### src/sv/cpps_pkg.sv
// Shared types, codes and the result table of the charger probe sequencer.
package cpps_pkg;

  // Input word: one event.
  typedef struct packed {
    logic [2:0]  func;
    logic        probe_ok;
    logic [7:0]  bus_volts;
    logic [13:0] bus_frac;
  } in_word_t;

  // Output word: one result.
  typedef struct packed {
    logic        report_valid;
    logic [3:0]  report_kind;
    logic        report_supported;
    logic [3:0]  command;
    logic [15:0] timer_ms;
    logic        last;
  } out_word_t;

  // Configuration registers.
  typedef struct packed {
    logic [3:0]  qc2_window_volts;
    logic [15:0] qc3_step_size;
    logic [15:0] qc3_window;
    logic [15:0] settle_time_ms;
    logic [15:0] release_time_ms;
  } cfg_t;

  localparam int CFG_IDX_W = 3;

  localparam logic [CFG_IDX_W-1:0] REG_QC2_WINDOW = 3'd0;
  localparam logic [CFG_IDX_W-1:0] REG_QC3_STEP   = 3'd1;
  localparam logic [CFG_IDX_W-1:0] REG_QC3_WINDOW = 3'd2;
  localparam logic [CFG_IDX_W-1:0] REG_SETTLE     = 3'd3;
  localparam logic [CFG_IDX_W-1:0] REG_RELEASE    = 3'd4;

  localparam logic [3:0]  RST_QC2_WINDOW = 4'd1;
  localparam logic [15:0] RST_QC3_STEP   = 16'd2000;
  localparam logic [15:0] RST_QC3_WINDOW = 16'd500;
  localparam logic [15:0] RST_SETTLE     = 16'd1000;
  localparam logic [15:0] RST_RELEASE    = 16'd500;

  localparam int QUEUE_DEPTH_DEF = 4;

  // Event codes.
  localparam logic [2:0] EV_START  = 3'd0;
  localparam logic [2:0] EV_DCP    = 3'd1;
  localparam logic [2:0] EV_QC2    = 3'd2;
  localparam logic [2:0] EV_TIMER  = 3'd3;
  localparam logic [2:0] EV_PORT21 = 3'd4;
  localparam logic [2:0] EV_PD     = 3'd5;

  // Report kinds.
  localparam logic [3:0] RK_FINISHED = 4'd0;
  localparam logic [3:0] RK_DCP      = 4'd1;
  localparam logic [3:0] RK_QC2      = 4'd2;
  localparam logic [3:0] RK_9V       = 4'd3;
  localparam logic [3:0] RK_12V      = 4'd4;
  localparam logic [3:0] RK_20V      = 4'd5;
  localparam logic [3:0] RK_QC3      = 4'd6;
  localparam logic [3:0] RK_PORT21   = 4'd7;
  localparam logic [3:0] RK_PD       = 4'd8;

  // Commands.
  localparam logic [3:0] CMD_NONE      = 4'd0;
  localparam logic [3:0] CMD_PORT      = 4'd1;
  localparam logic [3:0] CMD_QC2       = 4'd2;
  localparam logic [3:0] CMD_9V        = 4'd3;
  localparam logic [3:0] CMD_12V       = 4'd4;
  localparam logic [3:0] CMD_20V       = 4'd5;
  localparam logic [3:0] CMD_5V        = 4'd6;
  localparam logic [3:0] CMD_QC3_MODE  = 4'd7;
  localparam logic [3:0] CMD_QC3_UP    = 4'd8;
  localparam logic [3:0] CMD_STOP_QC   = 4'd9;
  localparam logic [3:0] CMD_ENTER_PD  = 4'd10;
  localparam logic [3:0] CMD_EXIT_PD   = 4'd11;

  // Kinds of result run that the front hands to the back.
  localparam logic [3:0] RUN_START    = 4'd0;
  localparam logic [3:0] RUN_DCP      = 4'd1;
  localparam logic [3:0] RUN_QC2_OK   = 4'd2;
  localparam logic [3:0] RUN_QC2_FAIL = 4'd3;
  localparam logic [3:0] RUN_9V       = 4'd4;
  localparam logic [3:0] RUN_12V      = 4'd5;
  localparam logic [3:0] RUN_20V      = 4'd6;
  localparam logic [3:0] RUN_RESTORE  = 4'd7;
  localparam logic [3:0] RUN_QC3_PRE  = 4'd8;
  localparam logic [3:0] RUN_QC3_POST = 4'd9;
  localparam logic [3:0] RUN_RELEASE  = 4'd10;
  localparam logic [3:0] RUN_PORT21   = 4'd11;
  localparam logic [3:0] RUN_PD       = 4'd12;

  typedef struct packed {
    logic [3:0] run;
    logic       ok;
  } job_t;

  // Which timer register a command result carries.
  localparam logic [1:0] TSEL_NONE    = 2'd0;
  localparam logic [1:0] TSEL_SETTLE  = 2'd1;
  localparam logic [1:0] TSEL_RELEASE = 2'd2;

  localparam int STEP_W = 3;

  typedef struct packed {
    logic       report_valid;
    logic [3:0] report_kind;
    logic       report_supported;
    logic [3:0] command;
    logic [1:0] tsel;
    logic       last;
  } entry_t;

  function automatic entry_t rep(logic [3:0] kind, logic ok, logic last);
    entry_t e;
    e.report_valid     = 1'b1;
    e.report_kind      = kind;
    e.report_supported = ok;
    e.command          = CMD_NONE;
    e.tsel             = TSEL_NONE;
    e.last             = last;
    return e;
  endfunction

  function automatic entry_t cmd(logic [3:0] code, logic [1:0] tsel, logic last);
    entry_t e;
    e.report_valid     = 1'b0;
    e.report_kind      = RK_FINISHED;
    e.report_supported = 1'b0;
    e.command          = code;
    e.tsel             = tsel;
    e.last             = last;
    return e;
  endfunction

  // Result number step of a run.
  function automatic entry_t run_entry(logic [3:0] run, logic [STEP_W-1:0] step, logic ok);
    entry_t e;
    e = cmd(CMD_NONE, TSEL_NONE, 1'b1);
    unique case (run)
      RUN_START:   e = cmd(CMD_PORT, TSEL_NONE, 1'b1);
      RUN_DCP:     e = (step == 3'd0) ? rep(RK_DCP, ok, 1'b0) : cmd(CMD_QC2, TSEL_NONE, 1'b1);
      RUN_QC2_OK:  e = (step == 3'd0) ? rep(RK_QC2, 1'b1, 1'b0) : cmd(CMD_9V, TSEL_SETTLE, 1'b1);
      RUN_QC2_FAIL: begin
        unique case (step)
          3'd0:    e = cmd(CMD_STOP_QC, TSEL_NONE, 1'b0);
          3'd1:    e = rep(RK_QC2, 1'b0, 1'b0);
          3'd2:    e = rep(RK_9V, 1'b0, 1'b0);
          3'd3:    e = rep(RK_12V, 1'b0, 1'b0);
          3'd4:    e = rep(RK_20V, 1'b0, 1'b0);
          3'd5:    e = rep(RK_QC3, 1'b0, 1'b0);
          default: e = cmd(CMD_PORT, TSEL_NONE, 1'b1);
        endcase
      end
      RUN_9V:      e = (step == 3'd0) ? rep(RK_9V, ok, 1'b0) : cmd(CMD_12V, TSEL_SETTLE, 1'b1);
      RUN_12V:     e = (step == 3'd0) ? rep(RK_12V, ok, 1'b0) : cmd(CMD_20V, TSEL_SETTLE, 1'b1);
      RUN_20V:     e = (step == 3'd0) ? rep(RK_20V, ok, 1'b0) : cmd(CMD_5V, TSEL_RELEASE, 1'b1);
      RUN_RESTORE: e = cmd(CMD_QC3_MODE, TSEL_SETTLE, 1'b1);
      RUN_QC3_PRE: e = cmd(CMD_QC3_UP, TSEL_SETTLE, 1'b1);
      RUN_QC3_POST: e = (step == 3'd0) ? rep(RK_QC3, ok, 1'b0)
                                       : cmd(CMD_STOP_QC, TSEL_RELEASE, 1'b1);
      RUN_RELEASE: e = cmd(CMD_PORT, TSEL_NONE, 1'b1);
      RUN_PORT21:  e = (step == 3'd0) ? rep(RK_PORT21, ok, 1'b0)
                                      : cmd(CMD_ENTER_PD, TSEL_NONE, 1'b1);
      RUN_PD: begin
        unique case (step)
          3'd0:    e = rep(RK_PD, ok, 1'b0);
          3'd1:    e = cmd(CMD_EXIT_PD, TSEL_NONE, 1'b0);
          default: e = rep(RK_FINISHED, 1'b1, 1'b1);
        endcase
      end
      default:     e = cmd(CMD_NONE, TSEL_NONE, 1'b1);
    endcase
    return e;
  endfunction

endpackage

### src/sv/cpps_front.sv
// Front end: takes event words, tracks the detection phase and queues result runs.
module cpps_front (
  input  logic            clk,
  input  logic            rst_n,
  input  logic            in_valid,
  output logic            in_ready,
  input  cpps_pkg::in_word_t in_data,
  input  cpps_pkg::cfg_t  cfg,
  output logic            push,
  output cpps_pkg::job_t  push_job,
  input  logic            q_full
);
  import cpps_pkg::*;

  localparam logic [3:0] PH_IDLE     = 4'd0;
  localparam logic [3:0] PH_DCP      = 4'd1;
  localparam logic [3:0] PH_QC2      = 4'd2;
  localparam logic [3:0] PH_9V       = 4'd3;
  localparam logic [3:0] PH_12V      = 4'd4;
  localparam logic [3:0] PH_20V      = 4'd5;
  localparam logic [3:0] PH_RESTORE  = 4'd6;
  localparam logic [3:0] PH_QC3_PRE  = 4'd7;
  localparam logic [3:0] PH_QC3_POST = 4'd8;
  localparam logic [3:0] PH_RELEASE  = 4'd9;
  localparam logic [3:0] PH_PORT21   = 4'd10;
  localparam logic [3:0] PH_PD       = 4'd11;

  localparam logic [8:0]  LVL_9V     = 9'd9;
  localparam logic [8:0]  LVL_12V    = 9'd12;
  localparam logic [8:0]  LVL_20V    = 9'd20;
  localparam logic [21:0] FRAC_SCALE = 22'd10000;

  logic        s1_valid_r;
  logic [2:0]  s1_func_r;
  logic        s1_ok_r;
  logic [7:0]  s1_volts_r;
  logic [21:0] s1_sample_r;
  logic [21:0] sample_nxt;

  logic [3:0]  phase_r, phase_nxt;
  logic [21:0] saved_r, saved_nxt;

  logic        ignored;
  logic [3:0]  run;
  logic        run_ok;
  logic        drain;
  logic        ok9, ok12, ok20, ok_qc3;
  logic [23:0] qc3_v, qc3_c, qc3_w;

  // Window compare written without negative bounds: v + w >= t and v <= t + w.
  function automatic logic level_ok(logic [7:0] volts, logic [8:0] target, logic [3:0] w);
    logic [8:0] v9;
    logic [8:0] w9;
    v9 = 9'(volts);
    w9 = 9'(w);
    return (v9 + w9 >= target) && (v9 <= target + w9);
  endfunction

  assign sample_nxt = 22'(22'(in_data.bus_volts) * FRAC_SCALE + 22'(in_data.bus_frac));

  assign ok9  = level_ok(s1_volts_r, LVL_9V,  cfg.qc2_window_volts);
  assign ok12 = level_ok(s1_volts_r, LVL_12V, cfg.qc2_window_volts);
  assign ok20 = level_ok(s1_volts_r, LVL_20V, cfg.qc2_window_volts);

  assign qc3_v  = 24'(s1_sample_r);
  assign qc3_c  = 24'(saved_r) + 24'(cfg.qc3_step_size);
  assign qc3_w  = 24'(cfg.qc3_window);
  assign ok_qc3 = (qc3_v + qc3_w >= qc3_c) && (qc3_v <= qc3_c + qc3_w);

  always_comb begin
    ignored   = 1'b1;
    run       = RUN_START;
    run_ok    = 1'b0;
    phase_nxt = phase_r;
    saved_nxt = saved_r;
    unique case (s1_func_r)
      EV_START: begin
        ignored   = 1'b0;
        run       = RUN_START;
        phase_nxt = PH_DCP;
      end
      EV_DCP: begin
        if (phase_r == PH_DCP) begin
          ignored   = 1'b0;
          run       = RUN_DCP;
          run_ok    = s1_ok_r;
          phase_nxt = PH_QC2;
        end
      end
      EV_QC2: begin
        if (phase_r == PH_QC2) begin
          ignored   = 1'b0;
          run       = s1_ok_r ? RUN_QC2_OK : RUN_QC2_FAIL;
          phase_nxt = s1_ok_r ? PH_9V : PH_PORT21;
        end
      end
      EV_TIMER: begin
        unique case (phase_r)
          PH_9V: begin
            ignored = 1'b0; run = RUN_9V; run_ok = ok9; phase_nxt = PH_12V;
          end
          PH_12V: begin
            ignored = 1'b0; run = RUN_12V; run_ok = ok12; phase_nxt = PH_20V;
          end
          PH_20V: begin
            ignored = 1'b0; run = RUN_20V; run_ok = ok20; phase_nxt = PH_RESTORE;
          end
          PH_RESTORE: begin
            ignored = 1'b0; run = RUN_RESTORE; phase_nxt = PH_QC3_PRE;
          end
          PH_QC3_PRE: begin
            ignored   = 1'b0;
            run       = RUN_QC3_PRE;
            phase_nxt = PH_QC3_POST;
            saved_nxt = s1_sample_r;
          end
          PH_QC3_POST: begin
            ignored = 1'b0; run = RUN_QC3_POST; run_ok = ok_qc3; phase_nxt = PH_RELEASE;
          end
          PH_RELEASE: begin
            ignored = 1'b0; run = RUN_RELEASE; phase_nxt = PH_PORT21;
          end
          default: ignored = 1'b1;
        endcase
      end
      EV_PORT21: begin
        if (phase_r == PH_PORT21) begin
          ignored   = 1'b0;
          run       = RUN_PORT21;
          run_ok    = s1_ok_r;
          phase_nxt = PH_PD;
        end
      end
      EV_PD: begin
        if (phase_r == PH_PD) begin
          ignored   = 1'b0;
          run       = RUN_PD;
          run_ok    = s1_ok_r;
          phase_nxt = PH_IDLE;
        end
      end
      default: ignored = 1'b1;
    endcase
  end

  // An ignored event leaves the stage without needing queue space.
  assign drain        = s1_valid_r && (ignored || !q_full);
  assign in_ready     = !s1_valid_r || drain;
  assign push         = s1_valid_r && !ignored && !q_full;
  assign push_job.run = run;
  assign push_job.ok  = run_ok;

  always_ff @(posedge clk) begin
    if (!rst_n) begin
      s1_valid_r <= 1'b0;
      phase_r    <= PH_IDLE;
      saved_r    <= '0;
    end else begin
      if (in_ready) begin
        s1_valid_r <= in_valid;
      end
      if (drain) begin
        phase_r <= phase_nxt;
        saved_r <= saved_nxt;
      end
    end
  end

  always_ff @(posedge clk) begin
    if (in_valid && in_ready) begin
      s1_func_r   <= in_data.func;
      s1_ok_r     <= in_data.probe_ok;
      s1_volts_r  <= in_data.bus_volts;
      s1_sample_r <= sample_nxt;
    end
  end

endmodule

### src/sv/cpps_queue.sv
// Small first-in first-out queue of result runs between front and back.
module cpps_queue #(
  parameter int DEPTH = cpps_pkg::QUEUE_DEPTH_DEF
) (
  input  logic           clk,
  input  logic           rst_n,
  input  logic           push,
  input  cpps_pkg::job_t push_job,
  output logic           full,
  input  logic           pop,
  output logic           head_valid,
  output cpps_pkg::job_t head_job
);
  import cpps_pkg::*;

  localparam int PTR_W = (DEPTH > 1) ? $clog2(DEPTH) : 1;
  localparam int CNT_W = $clog2(DEPTH + 1);
  localparam logic [PTR_W-1:0] LAST_PTR = PTR_W'(DEPTH - 1);
  localparam logic [CNT_W-1:0] FULL_CNT = CNT_W'(DEPTH);

  job_t             slots_r [DEPTH];
  logic [PTR_W-1:0] wr_ptr_r, rd_ptr_r;
  logic [CNT_W-1:0] count_r;
  logic             do_push, do_pop;

  assign full       = (count_r == FULL_CNT);
  assign head_valid = (count_r != '0);
  assign head_job   = slots_r[rd_ptr_r];
  assign do_push    = push && !full;
  assign do_pop     = pop && head_valid;

  always_ff @(posedge clk) begin
    if (!rst_n) begin
      wr_ptr_r <= '0;
      rd_ptr_r <= '0;
      count_r  <= '0;
    end else begin
      if (do_push) begin
        wr_ptr_r <= (wr_ptr_r == LAST_PTR) ? '0 : wr_ptr_r + 1'b1;
      end
      if (do_pop) begin
        rd_ptr_r <= (rd_ptr_r == LAST_PTR) ? '0 : rd_ptr_r + 1'b1;
      end
      if (do_push && !do_pop) begin
        count_r <= count_r + 1'b1;
      end else if (do_pop && !do_push) begin
        count_r <= count_r - 1'b1;
      end
    end
  end

  always_ff @(posedge clk) begin
    if (do_push) begin
      slots_r[wr_ptr_r] <= push_job;
    end
  end

endmodule

### src/sv/cpps_back.sv
// Back end: expands each queued run into result words, one per clock while the output is not stalled.
module cpps_back (
  input  logic                clk,
  input  logic                rst_n,
  input  logic                head_valid,
  input  cpps_pkg::job_t      head_job,
  output logic                pop,
  input  cpps_pkg::cfg_t      cfg,
  output logic                out_valid,
  input  logic                out_ready,
  output cpps_pkg::out_word_t out_data
);
  import cpps_pkg::*;

  logic [STEP_W-1:0] step_r;
  logic              out_valid_r;
  out_word_t         out_r, out_nxt;
  entry_t            ent;
  logic              load;

  assign ent  = run_entry(head_job.run, step_r, head_job.ok);
  assign load = head_valid && (!out_valid_r || out_ready);
  assign pop  = load && ent.last;

  always_comb begin
    out_nxt.report_valid     = ent.report_valid;
    out_nxt.report_kind      = ent.report_kind;
    out_nxt.report_supported = ent.report_supported;
    out_nxt.command          = ent.command;
    out_nxt.last             = ent.last;
    unique case (ent.tsel)
      TSEL_SETTLE:  out_nxt.timer_ms = cfg.settle_time_ms;
      TSEL_RELEASE: out_nxt.timer_ms = cfg.release_time_ms;
      default:      out_nxt.timer_ms = '0;
    endcase
  end

  always_ff @(posedge clk) begin
    if (!rst_n) begin
      out_valid_r <= 1'b0;
      step_r      <= '0;
    end else begin
      if (load) begin
        out_valid_r <= 1'b1;
        step_r      <= ent.last ? '0 : step_r + 1'b1;
      end else if (out_ready) begin
        out_valid_r <= 1'b0;
      end
    end
  end

  always_ff @(posedge clk) begin
    if (load) begin
      out_r <= out_nxt;
    end
  end

  assign out_valid = out_valid_r;
  assign out_data  = out_r;

endmodule

### src/sv/charger_protocol_probe_sequencer.sv
// Top level of the charger protocol probe sequencer: configuration registers and the datapath.
//
// The sequencer steps through charger detection in a fixed order: dedicated
// port, QC2.0 handshake, QC2.0 level checks at 9 V, 12 V and 20 V, return to
// 5 V, a QC3.0 single-step rise check, a release, the 2.1 A port probe and
// finally PD. Each input word is one event (start, a sub-probe result, or a
// timer expiry carrying a bus voltage sample); the block answers it with a
// run of one to seven output words, each a support report or a command with
// a timer request, the final word of the run flagged with last. An event that
// does not fit the current phase produces no words, and start restarts
// detection from any phase. The front end registers the event (the voltage
// sample volts*10000+frac is formed there), then classifies it against the
// phase in the next cycle and pushes its run into the run queue, and a new
// event is accepted every clock while the queue has room. The back end
// drains the queue at one output word per clock through its output
// register while the output is not stalled, so the output port sets the
// sustained rate, and the longest run is seven words.
// Configuration registers are written through the cfg port, which is always
// ready; they must only be written while no event is in flight.
module charger_protocol_probe_sequencer #(
  parameter int QUEUE_DEPTH = cpps_pkg::QUEUE_DEPTH_DEF
) (
  input  logic                          clk,
  input  logic                          rst_n,
  input  logic                          in_valid,
  output logic                          in_ready,
  input  cpps_pkg::in_word_t            in_data,
  output logic                          out_valid,
  input  logic                          out_ready,
  output cpps_pkg::out_word_t           out_data,
  input  logic                          cfg_valid,
  output logic                          cfg_ready,
  input  logic [cpps_pkg::CFG_IDX_W-1:0] cfg_index,
  input  logic [15:0]                   cfg_data
);
  import cpps_pkg::*;

  cfg_t cfg_r;
  logic push, q_full, pop, head_valid;
  job_t push_job, head_job;

  // Register writes are always accepted; indexes beyond the list are dropped.
  assign cfg_ready = 1'b1;

  always_ff @(posedge clk) begin
    if (!rst_n) begin
      cfg_r.qc2_window_volts <= RST_QC2_WINDOW;
      cfg_r.qc3_step_size    <= RST_QC3_STEP;
      cfg_r.qc3_window       <= RST_QC3_WINDOW;
      cfg_r.settle_time_ms   <= RST_SETTLE;
      cfg_r.release_time_ms  <= RST_RELEASE;
    end else if (cfg_valid && cfg_ready) begin
      unique case (cfg_index)
        REG_QC2_WINDOW: cfg_r.qc2_window_volts <= cfg_data[3:0];
        REG_QC3_STEP:   cfg_r.qc3_step_size    <= cfg_data;
        REG_QC3_WINDOW: cfg_r.qc3_window       <= cfg_data;
        REG_SETTLE:     cfg_r.settle_time_ms   <= cfg_data;
        REG_RELEASE:    cfg_r.release_time_ms  <= cfg_data;
        default: begin
        end
      endcase
    end
  end

  // Front end: event register, phase tracking and window compares.
  cpps_front u_front (
    .clk      (clk),
    .rst_n    (rst_n),
    .in_valid (in_valid),
    .in_ready (in_ready),
    .in_data  (in_data),
    .cfg      (cfg_r),
    .push     (push),
    .push_job (push_job),
    .q_full   (q_full)
  );

  // Run queue that lets the front keep taking events while results drain.
  cpps_queue #(
    .DEPTH (QUEUE_DEPTH)
  ) u_queue (
    .clk        (clk),
    .rst_n      (rst_n),
    .push       (push),
    .push_job   (push_job),
    .full       (q_full),
    .pop        (pop),
    .head_valid (head_valid),
    .head_job   (head_job)
  );

  // Back end: one result word per clock, while the output is not stalled, into the output register.
  cpps_back u_back (
    .clk        (clk),
    .rst_n      (rst_n),
    .head_valid (head_valid),
    .head_job   (head_job),
    .pop        (pop),
    .cfg        (cfg_r),
    .out_valid  (out_valid),
    .out_ready  (out_ready),
    .out_data   (out_data)
  );

endmodule
### config.mk
export PLATFORM = sky130hd
export DESIGN_NAME = charger_protocol_probe_sequencer
export DESIGN_NICKNAME = d
export VERILOG_FILES = /design/src/sv/cpps_pkg.sv /design/src/sv/cpps_front.sv /design/src/sv/cpps_queue.sv /design/src/sv/cpps_back.sv /design/src/sv/charger_protocol_probe_sequencer.sv
export SDC_FILE = /design/constraint.sdc
export NUM_CORES = 1
export LEC_CHECK = 0
export ABC_AREA = 0
export ABC_CLOCK_PERIOD_IN_PS = 5000
export BUFFER_PORTS_ARGS = -buffer_cell sky130_fd_sc_hd__clkbuf_2
export CORE_MARGIN = 2
export CORE_UTILIZATION = 45
export CTS_BUF_LIST = sky130_fd_sc_hd__clkbuf_2
export CTS_CLUSTER_SIZE = 8
export DETAILED_ROUTE_END_ITERATION = 8
export GPL_ROUTABILITY_DRIVEN = 1
export GPL_TIMING_DRIVEN = 0
export PLACE_DENSITY = 0.61
export SLEW_MARGIN = 20
export SYNTH_ARGS = -nofsm -noshare
export SYNTH_HDL_FRONTEND = slang
export SYNTH_SLANG_ARGS = --single-unit
### constraint.sdc
create_clock -name clk -period 5 [get_ports clk]
set_input_delay 0.25 -clock clk [delete_from_list [all_inputs] [get_ports clk]]
set_output_delay 0.25 -clock clk [all_outputs]
set_load 0.01 [all_outputs]
**After elaboration in Yosys (flattened, before gate mapping)**

Memory sizes are Yosys's and may differ from the RTL's. A register that Yosys moved wholly into a read port is not among the register bits.
Cells that the tools add are included.

- Flip-flop bits (word level): 167
- Latch bits: 0
- Memory bits (writable): 20
- Memory bits (read-only): 0
- Bits of input ports: 50
- Memories: 1

- Add/sub/neg operators: 13
- Multipliers: 1
- Div/mod/pow operators: 0
- $lt $le $gt $ge: 8
- Equality and inequality tests: 47
- Shifts and indexed selects: 0
- Muxes and demuxes: 47
- Bitwise logic cells: 0
- Reduce and logical (&&, ||, !) cells: 40

Memory list:

| name | words | bits a word | read ports | clocked after Yosys merged registers in | wr ports | line | source |
|---|---|---|---|---|---|---|---|
| u_queue.slots_r | 4 | 5 | 1 | 1 | 1 | cpps_queue.sv:21 | `job_t slots_r [DEPTH];` |

Operator list:

| kind | count |
|---|---|
| one-hot mux 13 bit (12 select lines) | 1 |
| two-way mux 13 bit | 7 |
| one-hot mux 13 bit (6 select lines) | 1 |
| one-hot mux 4 bit (7 select lines) | 2 |
| adder 22 x 16 -> 23 bit | 2 |
| == test 4 bit (second input constant) | 9 |
| == test 4 x 3 -> 1 bit (second input constant) | 8 |
| two-way mux 4 bit | 8 |
| one-hot mux 16 bit (2 select lines) | 1 |
| less-or-equal comparator 8 x 9 -> 1 bit | 3 |
| one-hot mux 13 bit (2 select lines) | 1 |
| adder 24 x 16 -> 24 bit | 1 |
| greater-or-equal comparator 24 bit | 1 |
| less-or-equal comparator 22 x 24 -> 1 bit | 1 |
| one-hot mux 4 bit (6 select lines) | 1 |
| adder 22 x 14 -> 22 bit | 1 |
| one-hot mux 4 bit (5 select lines) | 1 |
| == test 3 x 2 -> 1 bit (second input constant) | 6 |
| == test 3 bit (second input constant) | 6 |
| greater-or-equal comparator 9 x 4 -> 1 bit (second input constant) | 2 |
| multiplier 8 x 10 -> 18 bit (second input constant) | 1 |
| == test 4 x 2 -> 1 bit (second input constant) | 4 |
| logical AND 1 bit | 14 |
| two-way mux 1 bit | 14 |
| other kinds (29) | 60 |

**Logic depth before layout (Yosys ltp)**

- Depth after elaboration: 12
- Gate-level depth with buffers: 28
- Mapped depth without buffers: 28

**By module**

A second synthesis with hierarchy kept.

- Cell total of the unflattened synthesis: 1497
- Area, all modules: 14123.5 um2

By module, submodules not included:

| module | times used | cells an instance | area an instance (um2) |
|---|---|---|---|
| cpps_front | 1 | 969 | 8310.5 |
| charger_protocol_probe_sequencer | 1 | 257 | 2711.4 |
| cpps_back | 1 | 194 | 1900.6 |
| cpps_queue | 1 | 77 | 1201.2 |

**Worst setup path after synthesis**

No wires, ideal clock.

- Path kind: register to register
- From: register cfg_r[48] in the netlist's numbering
- To: memory u_queue.slots_r[0][0] in the netlist's numbering (data pin)
- Setup time: 0.175 ns
- Arrival time: 4.409 ns
- Data required time: 4.825 ns
- Path slack: 0.416 ns
- Cell stages (with the launch flop): 27
- Cells stage by stage: dfxtp_1 -> ha_1 -> fa_1 -> a211oi_1 -> nor2_1 -> a211oi_1 -> o21ai_0 -> a21oi_1 -> o21bai_1 -> xor2_1 -> ha_1 -> a21o_1 -> a21o_1 -> nor3b_1 -> nand3_1 -> and2_1 -> xnor2_1 -> ha_1 -> a21o_1 -> a21oi_1 -> nor2b_1 -> o21ai_0 -> nand2b_1 -> a21oi_1 -> a21o_1 -> a41oi_1 -> o21ai_1

RTL lines:

| element | line | source |
|---|---|---|
| start: declaration | charger_protocol_probe_sequencer.sv:38 | `cfg_t cfg_r;` |
| end: declaration | cpps_queue.sv:21 |  |

==> qor.yml <==
finish:
  nets: 1960
  fin_cells: 2124
  drive_gt1_share_pct: 13.55
  syn2layout_area_growth_pct: 17.30
setup_path:
  required_ps: 5570
  endpoint_kind: "flop"
  slowest_stage: "dfxtp_2"
  crit_path_start_kind: "flop"
  rr_startpoint: "u_front.saved_r[0]"
  worstSetupPathType: "reg -> reg"
  critPathMaxFanout: 4
  critPathLaunch: "u_front.saved_r[0]"
  critPathArrivalTime_ps: 5620
  max_stage_delay_ps: 420
drt:
  wirelength_mm: 33.25
  drtIter0Drc: 582
  drcViolationCount: 0
  wire_per_inst_um: 15.65
  viasPerCell: 5.284
  vias: 11220
  drt_first_pass_iters: 8
  antenna_left: 0
synth:
  synth_area_leader_cell: "edfxtp_1"
  synth_common_cells: "nand2_1, ha_1, dfxtp_1"
  synth_fp_nets: 1777
  synth_edf_count: 81
  synthCells: 1531
  ys_ff_latch: 189
  synthArstFlopShare_pct: 0
  synth-seq-area-share_pct: 33.21
  synth_most_common_cell: "nand2_1"
  yosysTopAreaCellShare_pct: 17.58
  ys_warn_count: 0
  netlist_area_um2: 13830
  synth_cell_type_count: 82
  postSynthAreaPerCell_um2: 9.036
  ys_dominant_reg_cell: "dfxtp_1"
  netlist_top_cells_area: "edfxtp_1, ha_1, dfxtp_1, nand2_1, xnor2_1"
run_status:
  outcome: "finished, violations left"
  violations: "negative setup slack"
clocking:
  cts_root_buffer: "clkbuf_2"
  cts_tree: "done"
  clk_pin_slew_worst_paths_ps: 380
  cts_buffers: 17
  clock_latency_ps: 850
  htreeDepth: 4
  cts.sinks: 189
  cts.path.max_buffers: 2
die:
  rows: 64
  ioPinCount: 80
  initial_utilization_pct: 45.46
  coreArea_um2: 30430
  die_x_um: 179.3
  die_h_um: 179.3
  die_area_um2: 32160
sta:
  setup_tns_ps: -187.9
  slew_viol_final: 0
  min_period_over_period_pct: 101.0
  tightest_slew_ps: 1027
  skew_ps: 90.45
  hold_violations: 0
  setup-violations-final: 4
  rsz0062_at_grt: "true"
  setup_ws_ps: -47.82
  fin_crit_ps: 5048
  relSlewSlack_pct: 31.36
  fmax_mhz: 198.1
power_and_ir_drop:
  total_power_uw: 5386
  p_sw_uw: 2140
  p_leak_uw: 0.006778
  clockPowerShare_pct: 17.5
  vdd_drop_max_mv: 0.2059
  p_int_uw: 3246
  power_frac_comb_pct: 43.4
  power.density_nw_per_um2: 331.9
  p_seq_share_pct: 39.1
  swShare_pct: 39.73
placed_design:
  io_buffers: 77
  placed_cells: 2005
  place_hpwl_mm: 25.70
  place_congestion: 0.8895
global_routing:
  grt.total_usage_pct: 21.28
  grt_max_degree: 31
  grt_pass1_wl_mm: 54.21
  overflow: 0
  grt_pass1_vias: 10960
  antenna_found_initial: 1
job:
  max_cap_violations: 0
hold_path:
  hp-start: "in_data[22]"
  holdCritPathClass: "in -> reg"
## cell families after synthesis
logic type	synth area share (%)
mux	3.220
flops	33.21
compound gates	16.80
xor+xnor	5.707
other cells	0.02711
simple gates	18.04
buf+inv	4.296
fa+ha+maj	18.70
## placed cells by master (no fill, tap or decap), types with 15 or more instances in the layout
master | synthesis | routed
inv_1 | 98 | 97
a21boi_0 | 42 | 42
a22oi_1 | 21 | 21
xnor2_1 | 52 | 49
nand4_1 | 15 | 15
nor2_1 | 100 | 94
edfxtp_1 | 81 | 81
nor3_1 | 24 | 22
o21ai_0 | 48 | 41
nand2b_1 | 18 | 18
mux2i_1 | 33 | 33
a21oi_1 | 72 | 66
o21a_1 | 22 | 22
buf_4 | 3 | 24
clkbuf_2 | 0 | 94
fa_1 | 18 | 17
o21ai_1 | 18 | 22
a21o_1 | 32 | 32
nand2_1 | 195 | 195
dfxtp_1 | 108 | 102
nand3_1 | 50 | 48
nor2b_1 | 57 | 56
xor2_1 | 35 | 32
dlygate4sd3_1 | 0 | 65
ha_1 | 178 | 167
clkbuf_1 | 37 | 37
## power by group through the flow
stage               registers, µW  logic, µW  clock network [µW]
detailed placement           2140       2250                   0
finish                       2100       2340                 941
floorplan                    2150       1640                   0
CTS                          2100       2330                 968
global placement             2130       2190                   0
global route                 2140       2670                1030
## worst max-delay path, delay by kind of cell, from the launching register on
| family | cells | cell delay (ps) |
|---|---|---|
| DFF | 1 | 420 |
| adders and majority gates | 4 | 1090 |
| AOI/OAI and AO/OA | 12 | 2040 |
| xor gates and xnor gates | 2 | 320 |
| and+or+nand+nor | 7 | 870 |
## metal layers
metal  global-route usage (%)  vias to the layer above  share of wire [%]
li1                         -                     5765                  -
met1                    28.22                     5238                 48
met2                    37.10                      193                 48
met3                    2.511                       27                2.8
met4                    4.839                        0                1.2
met5                        0                        -                  0
## through the flow
step	setup slack (ps)	hold slack [ps]	instance area (µm²)	util, %
floorplan	416.1	348.9	13830	-
global route	-342.9	89.53	16230	53.33
finish	-47.82	158.5	16230	53.33
CTS	-90.98	88.13	15990	52.56
detailed placement	-548.0	428.6	14760	48.50
global placement	-558.1	426.8	14720	48.36
## registers in the layout, summed over array words and instances, names as in the netlist, named ones only
signal               cells
u_front.s1_ok_r          1
u_queue.slots_r         20
u_back.out_data         27
u_front.phase_r          4
u_back.step_r            3
u_queue.rd_ptr_r         2
u_back.out_valid         1
u_front.s1_sample_r     22
u_front.saved_r         22
u_queue.wr_ptr_r         2
u_front.s1_func_r        3
cfg_r                   68
u_front.s1_volts_r       8
u_front.s1_valid_r       1
u_queue.count_r          3
## timing repair
item / 4_1_cts / 5_1_grt
endpoints found under the setup margin: 4 / 4
pin swaps: 27 / 38
hold endpoints to repair: 145 / 0
hold buffers: 65 / 0
gates resized for setup: 40 / 33
setup buffers: 13 / 8
## worst paths after layout
kind / cells past startpoint / end / slack (ps)
hold reg to reg: 2 / cfg_r[31] / 480
hold / removal: 2 / u_front.s1_ok_r / 160
setup / recovery: 25 / u_queue.slots_r[0][0] / -50
setup reg to reg: 25 / u_queue.slots_r[0][0] / -50
## cell type report
type	count	area [µm²]
Clock buffer	17	85.08
Multi-Input combinational cell	1193	8996
Fill cell	2821	14200
Tap cell	396	495.5
Sequential cell	189	4604
Buffer	50	222.7
Inverter	99	371.6
Clock inverter	15	229.0
Antenna cell	1	2.502
Timing Repair Buffer	164	1221
Note: power is estimated with default switching activity, not from simulation.
